`config.mk`:
```
export PLATFORM = sky130hd
export DESIGN_NAME = fixed_point_mac_norm_relu_core
export DESIGN_NICKNAME = d
export VERILOG_FILES = /design/src/rtl/fpmnr_pkg.sv /design/src/rtl/fixed_point_mac_norm_relu_core.sv /design/src/rtl/fpmnr_div.sv /design/src/rtl/fpmnr_dp.sv /design/src/rtl/fpmnr_ctrl.sv
export VERILOG_INCLUDE_DIRS = /design/src /design/src/rtl
export SDC_FILE = /design/constraint.sdc
export NUM_CORES = 2
export LEC_CHECK = 0
export BUFFER_PORTS_ARGS = -buffer_cell sky130_fd_sc_hd__buf_4
export CAP_MARGIN = 20
export CORE_UTILIZATION = 50
export DETAILED_ROUTE_END_ITERATION = 8
export PLACE_DENSITY = 0.67
export SETUP_SLACK_MARGIN = 0.02
export SLEW_MARGIN = 15
export SYNTH_ARGS = -nofsm -noshare
export SYNTH_HDL_FRONTEND = slang
export SYNTH_SLANG_ARGS = --single-unit
```
`constraint.sdc`:
```
create_clock -name clk -period 9.4 [get_ports clk]
set_input_delay 1.88 -clock clk [delete_from_list [all_inputs] [get_ports clk]]
set_output_delay 1.88 -clock clk [all_outputs]
set_load 0.03 [all_outputs]
```
`src/rtl/fixed_point_mac_norm_relu_core_defines.svh`:
```
// Assertion macros shared by the MAC, normalization and ReLU core.
`ifndef FIXED_POINT_MAC_NORM_RELU_CORE_DEFINES_SVH
`define FIXED_POINT_MAC_NORM_RELU_CORE_DEFINES_SVH

`ifndef SYNTHESIS

`define FPMNR_ASSERT_SAME(lbl, clk, rst_n, ante, cons) \
	lbl: assert property (@(posedge clk) disable iff (!rst_n) (ante) |-> (cons)) \
		else $error("same-cycle check failed");

`define FPMNR_ASSERT_NEXT(lbl, clk, rst_n, ante, cons) \
	lbl: assert property (@(posedge clk) disable iff (!rst_n) (ante) |=> (cons)) \
		else $error("next-cycle check failed");

`else

`define FPMNR_ASSERT_SAME(lbl, clk, rst_n, ante, cons)

`define FPMNR_ASSERT_NEXT(lbl, clk, rst_n, ante, cons)

`endif

`endif

```
`src/rtl/fpmnr_pkg.sv`:
```
// Shared types and constants for the MAC, normalization and ReLU core.
package fpmnr_pkg;

	localparam int DATA_W = 32;
	localparam int OUT_W = 31;
	localparam int IDX_W = 1;

	localparam logic [IDX_W-1:0] REG_SAT_HIGH = 1'b0;
	localparam logic [IDX_W-1:0] REG_SAT_LOW = 1'b1;

	typedef enum logic [2:0] {
		ST_IDLE,
		ST_MUL,
		ST_ACC,
		ST_NORM,
		ST_DIV,
		ST_DONE
	} state_t;

	typedef struct packed {
		logic load_in;
		logic mul;
		logic acc;
		logic norm;
		logic load_out;
	} cmd_t;

	typedef struct packed {
		logic last;
		logic std_zero;
		logic div_busy;
	} status_t;

endpackage

```
`src/rtl/fixed_point_mac_norm_relu_core.sv`:
```
// After a term without the last mark, the core steps through multiply and accumulate and
// returns to idle to accept the next transaction. A last term then goes through normalize,
// the bit-serial divider that resolves one of 33 + FRAC_BITS quotient bits a cycle (skipped
// for zero std) and done. Input is taken only in idle, so each term finishes before the next.
// The output register lets the next transaction start while a result waits.
// Reset (arst_n low) clears the accumulator, restores the clamp bounds and empties the output.
`include "fixed_point_mac_norm_relu_core_defines.svh"

module fixed_point_mac_norm_relu_core #(
	parameter int FRAC_BITS = 16
) (
	input  logic                             clk,
	input  logic                             arst_n,
	input  logic                             s_tvalid,
	output logic                             s_tready,
	// activation, weight, bias_value, mean_value, std_value
	input  logic [5*fpmnr_pkg::DATA_W-1:0]   s_tdata,
	// first_term
	input  logic [0:0]                       s_tuser,
	input  logic                             s_tlast,
	output logic                             m_tvalid,
	input  logic                             m_tready,
	// activation_out, one zero pad bit
	output logic [fpmnr_pkg::DATA_W-1:0]     m_tdata,
	// divide_error
	output logic [0:0]                       m_tuser,
	input  logic                             cfg_we,
	input  logic [fpmnr_pkg::IDX_W-1:0]      cfg_index,
	input  logic [fpmnr_pkg::DATA_W-1:0]     cfg_data
);
	import fpmnr_pkg::*;

	cmd_t             cmd;
	status_t          status;
	logic [OUT_W-1:0] act_out;
	logic             div_err;

	fpmnr_ctrl u_ctrl (
		.clk      (clk),
		.arst_n   (arst_n),
		.s_tvalid (s_tvalid),
		.s_tready (s_tready),
		.m_tready (m_tready),
		.out_valid(m_tvalid),
		.status   (status),
		.cmd      (cmd)
	);

	fpmnr_dp #(
		.FRAC_BITS(FRAC_BITS)
	) u_dp (
		.clk      (clk),
		.arst_n   (arst_n),
		.cmd      (cmd),
		.status   (status),
		.cfg_we   (cfg_we),
		.cfg_index(cfg_index),
		.cfg_data (cfg_data),
		.in_data  (s_tdata),
		.in_first (s_tuser[0]),
		.in_last  (s_tlast),
		.act_out  (act_out),
		.div_err  (div_err)
	);

	assign m_tdata = {1'b0, act_out};
	assign m_tuser = div_err;

	`FPMNR_ASSERT_SAME(a_no_accept_while_dividing, clk, arst_n, s_tready, !status.div_busy)
	`FPMNR_ASSERT_SAME(a_no_result_overwrite, clk, arst_n, cmd.load_out, !m_tvalid || m_tready)
	`FPMNR_ASSERT_SAME(a_error_forces_zero, clk, arst_n, m_tvalid && m_tuser[0], m_tdata == '0)
	`FPMNR_ASSERT_NEXT(a_load_out_sets_valid, clk, arst_n, cmd.load_out, m_tvalid)

endmodule

```
`src/rtl/fpmnr_div.sv`:
```
// Iterative unsigned restoring divider, one quotient bit per cycle.
module fpmnr_div #(
	parameter int DVD_W = 49
) (
	input  logic                            clk,
	input  logic                            arst_n,
	input  logic                            start,
	input  logic [DVD_W-1:0]                dividend,
	input  logic [fpmnr_pkg::DATA_W-1:0]    divisor,
	output logic                            busy,
	output logic [fpmnr_pkg::DATA_W-1:0]    quotient
);
	import fpmnr_pkg::*;

	localparam int CNT_W = $clog2(DVD_W + 1);

	logic [DVD_W-1:0]  dvd_q;
	logic [DATA_W-1:0] rem_q;
	logic [DATA_W-1:0] quot_q;
	logic [DATA_W-1:0] dsr_q;
	logic [CNT_W-1:0]  cnt_q;
	logic [DATA_W:0]   trial;
	logic [DATA_W:0]   diff;
	logic              ge;

	assign trial = {rem_q, dvd_q[DVD_W-1]};
	assign diff = trial - {1'b0, dsr_q};
	assign ge = trial >= {1'b0, dsr_q};

	always_ff @(posedge clk or negedge arst_n) begin
		if (!arst_n) begin
			cnt_q <= '0;
		end else if (start) begin
			cnt_q <= CNT_W'(DVD_W);
		end else if (cnt_q != '0) begin
			cnt_q <= cnt_q - 1'b1;
		end
	end

	always_ff @(posedge clk) begin
		if (start) begin
			dvd_q <= dividend;
			dsr_q <= divisor;
			rem_q <= '0;
			quot_q <= '0;
		end else if (cnt_q != '0) begin
			dvd_q <= dvd_q << 1;
			rem_q <= ge ? diff[DATA_W-1:0] : trial[DATA_W-1:0];
			quot_q <= {quot_q[DATA_W-2:0], ge};
		end
	end

	assign busy = cnt_q != '0;
	assign quotient = quot_q;

endmodule

```
`src/rtl/fpmnr_dp.sv`:
```
// Datapath: item capture, multiply, saturating accumulate, normalize and ReLU.
module fpmnr_dp #(
	parameter int FRAC_BITS = 16
) (
	input  logic                             clk,
	input  logic                             arst_n,
	input  fpmnr_pkg::cmd_t                  cmd,
	output fpmnr_pkg::status_t               status,
	input  logic                             cfg_we,
	input  logic [fpmnr_pkg::IDX_W-1:0]      cfg_index,
	input  logic [fpmnr_pkg::DATA_W-1:0]     cfg_data,
	input  logic [5*fpmnr_pkg::DATA_W-1:0]   in_data,
	input  logic                             in_first,
	input  logic                             in_last,
	output logic [fpmnr_pkg::OUT_W-1:0]      act_out,
	output logic                             div_err
);
	import fpmnr_pkg::*;

	localparam int DVD_W = DATA_W + 1 + FRAC_BITS;
	localparam int PROD_W = 2 * DATA_W;
	localparam int SUM_W = PROD_W + 1;

	logic signed [DATA_W-1:0] sat_high_q;
	logic signed [DATA_W-1:0] sat_low_q;
	logic signed [DATA_W-1:0] acc_q;
	logic signed [DATA_W-1:0] act_q;
	logic signed [DATA_W-1:0] wgt_q;
	logic signed [DATA_W-1:0] bias_q;
	logic signed [DATA_W-1:0] mean_q;
	logic signed [DATA_W-1:0] std_q;
	logic                     first_q;
	logic                     last_q;
	logic signed [PROD_W-1:0] prod_q;
	logic                     neg_q;
	logic                     err_q;
	logic [OUT_W-1:0]         act_out_q;
	logic                     err_out_q;

	logic signed [PROD_W-1:0] prod_sh;
	logic signed [DATA_W-1:0] base;
	logic signed [SUM_W-1:0]  sum;
	logic signed [DATA_W-1:0] clamped;
	logic signed [DATA_W:0]   diff;
	logic [DATA_W:0]          diff_mag;
	logic [DATA_W-1:0]        std_mag;
	logic [DVD_W-1:0]         dividend;
	logic                     div_busy;
	logic [DATA_W-1:0]        quot;
	logic [DATA_W-1:0]        quot_s;

	always_ff @(posedge clk or negedge arst_n) begin
		if (!arst_n) begin
			sat_high_q <= {1'b0, {(DATA_W-1){1'b1}}};
			sat_low_q <= {1'b1, {(DATA_W-1){1'b0}}};
		end else if (cfg_we) begin
			case (cfg_index)
				REG_SAT_HIGH: sat_high_q <= cfg_data;
				REG_SAT_LOW:  sat_low_q <= cfg_data;
				default: ;
			endcase
		end
	end

	always_ff @(posedge clk) begin
		if (cmd.load_in) begin
			act_q <= in_data[0*DATA_W +: DATA_W];
			wgt_q <= in_data[1*DATA_W +: DATA_W];
			bias_q <= in_data[2*DATA_W +: DATA_W];
			mean_q <= in_data[3*DATA_W +: DATA_W];
			std_q <= in_data[4*DATA_W +: DATA_W];
			first_q <= in_first;
			last_q <= in_last;
		end
		if (cmd.mul) begin
			prod_q <= act_q * wgt_q;
		end
	end

	assign prod_sh = prod_q >>> FRAC_BITS;
	assign base = first_q ? bias_q : acc_q;
	assign sum = SUM_W'(prod_sh) + SUM_W'(base);

	always_comb begin
		if (sum > SUM_W'(sat_high_q)) begin
			clamped = sat_high_q;
		end else if (sum < SUM_W'(sat_low_q)) begin
			clamped = sat_low_q;
		end else begin
			clamped = sum[DATA_W-1:0];
		end
	end

	always_ff @(posedge clk or negedge arst_n) begin
		if (!arst_n) begin
			acc_q <= '0;
		end else if (cmd.acc) begin
			acc_q <= clamped;
		end
	end

	assign diff = (DATA_W+1)'(acc_q) - (DATA_W+1)'(mean_q);
	assign diff_mag = diff[DATA_W] ? (DATA_W+1)'(-diff) : diff;
	assign std_mag = std_q[DATA_W-1] ? DATA_W'(-std_q) : std_q;
	assign dividend = DVD_W'(diff_mag) << FRAC_BITS;

	always_ff @(posedge clk) begin
		if (cmd.norm) begin
			neg_q <= diff[DATA_W] ^ std_q[DATA_W-1];
			err_q <= std_q == '0;
		end
	end

	fpmnr_div #(
		.DVD_W(DVD_W)
	) u_div (
		.clk     (clk),
		.arst_n  (arst_n),
		.start   (cmd.norm && (std_q != '0)),
		.dividend(dividend),
		.divisor (std_mag),
		.busy    (div_busy),
		.quotient(quot)
	);

	assign quot_s = neg_q ? DATA_W'(-quot) : quot;

	always_ff @(posedge clk) begin
		if (cmd.load_out) begin
			err_out_q <= err_q;
			if (err_q || quot_s[DATA_W-1]) begin
				act_out_q <= '0;
			end else begin
				act_out_q <= quot_s[OUT_W-1:0];
			end
		end
	end

	assign status.last = last_q;
	assign status.std_zero = std_q == '0;
	assign status.div_busy = div_busy;
	assign act_out = act_out_q;
	assign div_err = err_out_q;

endmodule

```
`src/rtl/fpmnr_ctrl.sv`:
```
// Controller state machine that sequences each transaction through the datapath.
module fpmnr_ctrl (
	input  logic                 clk,
	input  logic                 arst_n,
	input  logic                 s_tvalid,
	output logic                 s_tready,
	input  logic                 m_tready,
	output logic                 out_valid,
	input  fpmnr_pkg::status_t   status,
	output fpmnr_pkg::cmd_t      cmd
);
	import fpmnr_pkg::*;

	state_t state_q;
	state_t state_d;
	logic   out_valid_q;

	always_ff @(posedge clk or negedge arst_n) begin
		if (!arst_n) begin
			state_q <= ST_IDLE;
		end else begin
			state_q <= state_d;
		end
	end

	always_comb begin
		state_d = state_q;
		cmd = '0;
		s_tready = 1'b0;
		case (state_q)
			ST_IDLE: begin
				s_tready = 1'b1;
				if (s_tvalid) begin
					cmd.load_in = 1'b1;
					state_d = ST_MUL;
				end
			end
			ST_MUL: begin
				cmd.mul = 1'b1;
				state_d = ST_ACC;
			end
			ST_ACC: begin
				cmd.acc = 1'b1;
				state_d = status.last ? ST_NORM : ST_IDLE;
			end
			ST_NORM: begin
				cmd.norm = 1'b1;
				state_d = status.std_zero ? ST_DONE : ST_DIV;
			end
			ST_DIV: begin
				if (!status.div_busy) begin
					state_d = ST_DONE;
				end
			end
			ST_DONE: begin
				if (!out_valid_q || m_tready) begin
					cmd.load_out = 1'b1;
					state_d = ST_IDLE;
				end
			end
			default: begin
				state_d = ST_IDLE;
			end
		endcase
	end

	always_ff @(posedge clk or negedge arst_n) begin
		if (!arst_n) begin
			out_valid_q <= 1'b0;
		end else if (cmd.load_out) begin
			out_valid_q <= 1'b1;
		end else if (m_tready) begin
			out_valid_q <= 1'b0;
		end
	end

	assign out_valid = out_valid_q;

endmodule
```
==> results.md <==
* Final wirelength at 161 mm
* Cts bufs inserted at 57
* Cell taking the most area after synthesis: fa_1
* CORE AREA at about 130000 um^2
* Slew margin rel. at about a quarter
* CP max-delay cell: edfxtp_1
* Maxcap violations at 0
* Seq cells post-synth at between 400 and 500
* Async set-reset flop share out of synthesis at about 22%
* Slew @ Worst Pin at 1.12 ns
* Initial Utilization at about half
* Post_cts resized at 0
* Tot GR Track Use at between 20% and 30%
* Fraction of layout cells with a size suffix above 1 at a little under a tenth
* Drt drc at 0
* Met1 usage at between 30% and 40%
* GP Congestion at ~0.90
* Most used routing layer: met2
* Setup Skew at 0.0319 ns
* Skew-Pair Late Insertion Delay at 0.68 ns
* Status: finished, final reports clean
* Die ar. at about 130000 um^2
* Crit path top cell by count: fa_1
* Antenna-violating nets left at 0
* Initial drt markers at 2757
* Number of H-tree levels at 2
* Final Hold Vio Count at 0
* Met2 usage at approximately 45%
* Clock Pin Slew Worst Setup and Hold Paths at ~0.060 ns
* TNS Setup at 0 ns
* Sequential-to-total area share from yosys stat at between 20% and 30%
* Post-synthesis compound-gate area fraction at around 8%
* Period utilization at between 90% and 100%
* Most common cell after layout, fill and taps aside: inv_1
* Mapped Cells at around 6400
* Vias in the first global route at about 47000
* Synth Area in Simple Gates at 14.0%
* Initial antenna violation count at 5
* Slew Limit Fails at 0
* Count of different cell masters after synthesis at roughly 100
* Post-Syn Nets at ~8000
* DRT Pass-1 Iters at 5
* Most frequent cells in the layout: 1169 x inv_1, 1084 x fa_1, 795 x nand2_1
* Critical path class: flip-flop to flip-flop
* Avg WL per Cell at approximately 20 um
* Clk sinks at between 400 and 500
* Core Rows at 130
* Post-Synth Adder-Cell Area at ~42%
* YS warnings at 0
* Largest family of logic cells by synthesized area: adder cells
* Post-synth EDFFs at between 300 and 400
* Diode count at 0
* Clk buf depth at 3
* Area contributors post-synth: fa_1 34%, edfxtp_1 15%, ha_1 7.8%, inv_1 6.9%, and2_1 5.1%
* Fillers at 11080
* GR Util met3 at under 10%
* # IOs at 235
* Vias per inst at approximately 5.4
* Xor/xnor share of the synthesized area at 3.42%
* Clock Tree Root: clkbuf_16
* Final min period at ~8.8 ns
* Crit end category: flip-flop
* Hold Buf Count CTS at 0
* DP Wirelength at 131 mm
* CP arrival at about 9 ns
* Die Width at roughly 360 um
* Cells along the critical path: nand2_1, inv_1, fa_1, inv_1, fa_1, inv_1, fa_1, fa_1, inv_1, fa_1, inv_1, fa_1, fa_1, fa_1, ha_1, a21o_1, a21o_1, a21o_1, a21oi_1, o21bai_1, a21o_1, a221oi_1, o221ai_1, xnor2_1
* Crit start category: flip-flop
* Min-Delay Path Class: flip-flop to flip-flop
* Grt ovf at 0
* RSZ-0062 raised after global routing: false
* Max reg flops at 48
* P&R area growth vs syn at 8.64%
* # port buffers at 233
* Final nets at slightly above 8000
* Most flops, register: u_dp.prod_q
* Biggest regs: u_dp.prod_q: 48 flops, u_dp.u_div.dvd_q: 33 flops
* Max Fanout on Critical Path at 25
* Post-synthesis area per instance at 9.87 um^2
* Die Ht at between 300 and 400 um
* Via count at 44263
* CTS tree: done
* WP data required at between 9 and 10 ns
* # setup viols final at 0
* First-pass GRT wire length at ~260 mm
* Postcts setup bufs at 0
* Slowest Stage Delay on Critical Path at between 1 and 1.5 ns
* Max Fclk at 113 MHz
* Post-synthesis mux area share at under 10%
* Post-Syn Area at roughly 63000 um^2
* Share of the synthesized area in the top cell type at about a third
* Largest net degree at the start of global routing at 75
* Primary FF master, synth: edfxtp_1
path summary, 6_finish.rpt:
| kind | from | endpoint | slack [ns] | cells past startpoint |
|---|---|---|---|---|
| max reg2reg | u_dp.wgt_q[6] | u_dp.prod_q[63] | 0.57 | 24 |
| min reg2reg | u_dp.u_div.quotient[31] | u_dp.u_div.quotient[31] | 0.47 | 2 |
| min in group asynchronous | arst_n | u_dp.acc_q[22] | 1.14 | 1 |
| max | u_dp.wgt_q[6] | u_dp.prod_q[63] | 0.57 | 24 |
| max in group asynchronous | arst_n | u_dp.u_div.cnt_q[3] | 6.87 | 2 |
| min | u_dp.u_div.quotient[31] | u_dp.u_div.quotient[31] | 0.47 | 2 |
cell usage after synthesis (all sizes together), types with 9 or more instances:
master and instances:
a211oi 19, a21o 121, a21oi 206, a31oi 18
and2 511, and3 18, buf 27, clkbuf 269
dfrtp 74, dfstp 32, dfxtp 64, edfxtp 309
fa 1084, ha 393, inv 1170, mux2 100
mux2i 62, nand2 795, nand2b 44, nand3 44
nand4 57, nor2 150, nor2b 55, nor3 37
nor4 12, o211ai 18, o21a 29, o21ai 231
o21bai 16, o22ai 9, o31ai 28, o41ai 13
or2 10, or3 17, or4 12, xnor2 156
xor2 90
worst max-delay path, delay by kind of cell (launching register included):
family | cells | cell delay [ns]
adder cells (fa/ha/maj) | 9 | 4.55
AND/OR/NAND/NOR | 1 | 0.25
flip-flops | 1 | 1.08
AO/OA/AOI/OAI | 8 | 1.73
XOR/XNOR | 1 | 0.16
buffers and inverters | 5 | 0.77
cells by family after synthesis:
kind of cell / Yosys count
buffers and inverters: 1466
muxes: 162
xor gates and xnor gates: 246
other: 1
and+or+nand+nor: 1789
adders and majority gates: 1477
DFF: 479
AOI/OAI and AO/OA: 784
routing by layer:
| metal | wire, um | vias to the layer above |
|---|---|---|
| met1 | 67600 | 22394 |
| met5 | 40 | - |
| met2 | 78900 | 1244 |
| met4 | 5070 | 6 |
| met3 | 9290 | 275 |
| li1 | - | 20344 |
metrics by stage:
step                util [%]  setup slack [ns]  cells  instance area [um^2]  hold slack, ns
floorplan                  -              1.52   6404                 63200           0.417
global placement        53.2             0.604   8098                 66700           0.460
detailed placement      53.2             0.460   8099                 66800           0.468
CTS                     54.7             0.451   8206                 68600           0.476
global route            54.7            0.0857   8209                 68700           0.494
finish                  54.7             0.574   8209                 68700           0.474
area by class of cell:
type | instances | area (um^2) | area share (%)
clock inverters | 28 | 275 | 0.401
inverters | 1170 | 4390 | 6.39
multi-input cells | 4459 | 44500 | 64.8
repair buffers | 344 | 2650 | 3.86
flip-flops and latches | 479 | 13300 | 19.3
well taps | 1650 | 2060 | 3.01
clock buffers | 79 | 1580 | 2.30
Power is not shown: default switching activity piles up to over one toggle a cycle in this logic, so the estimate is an artifact.
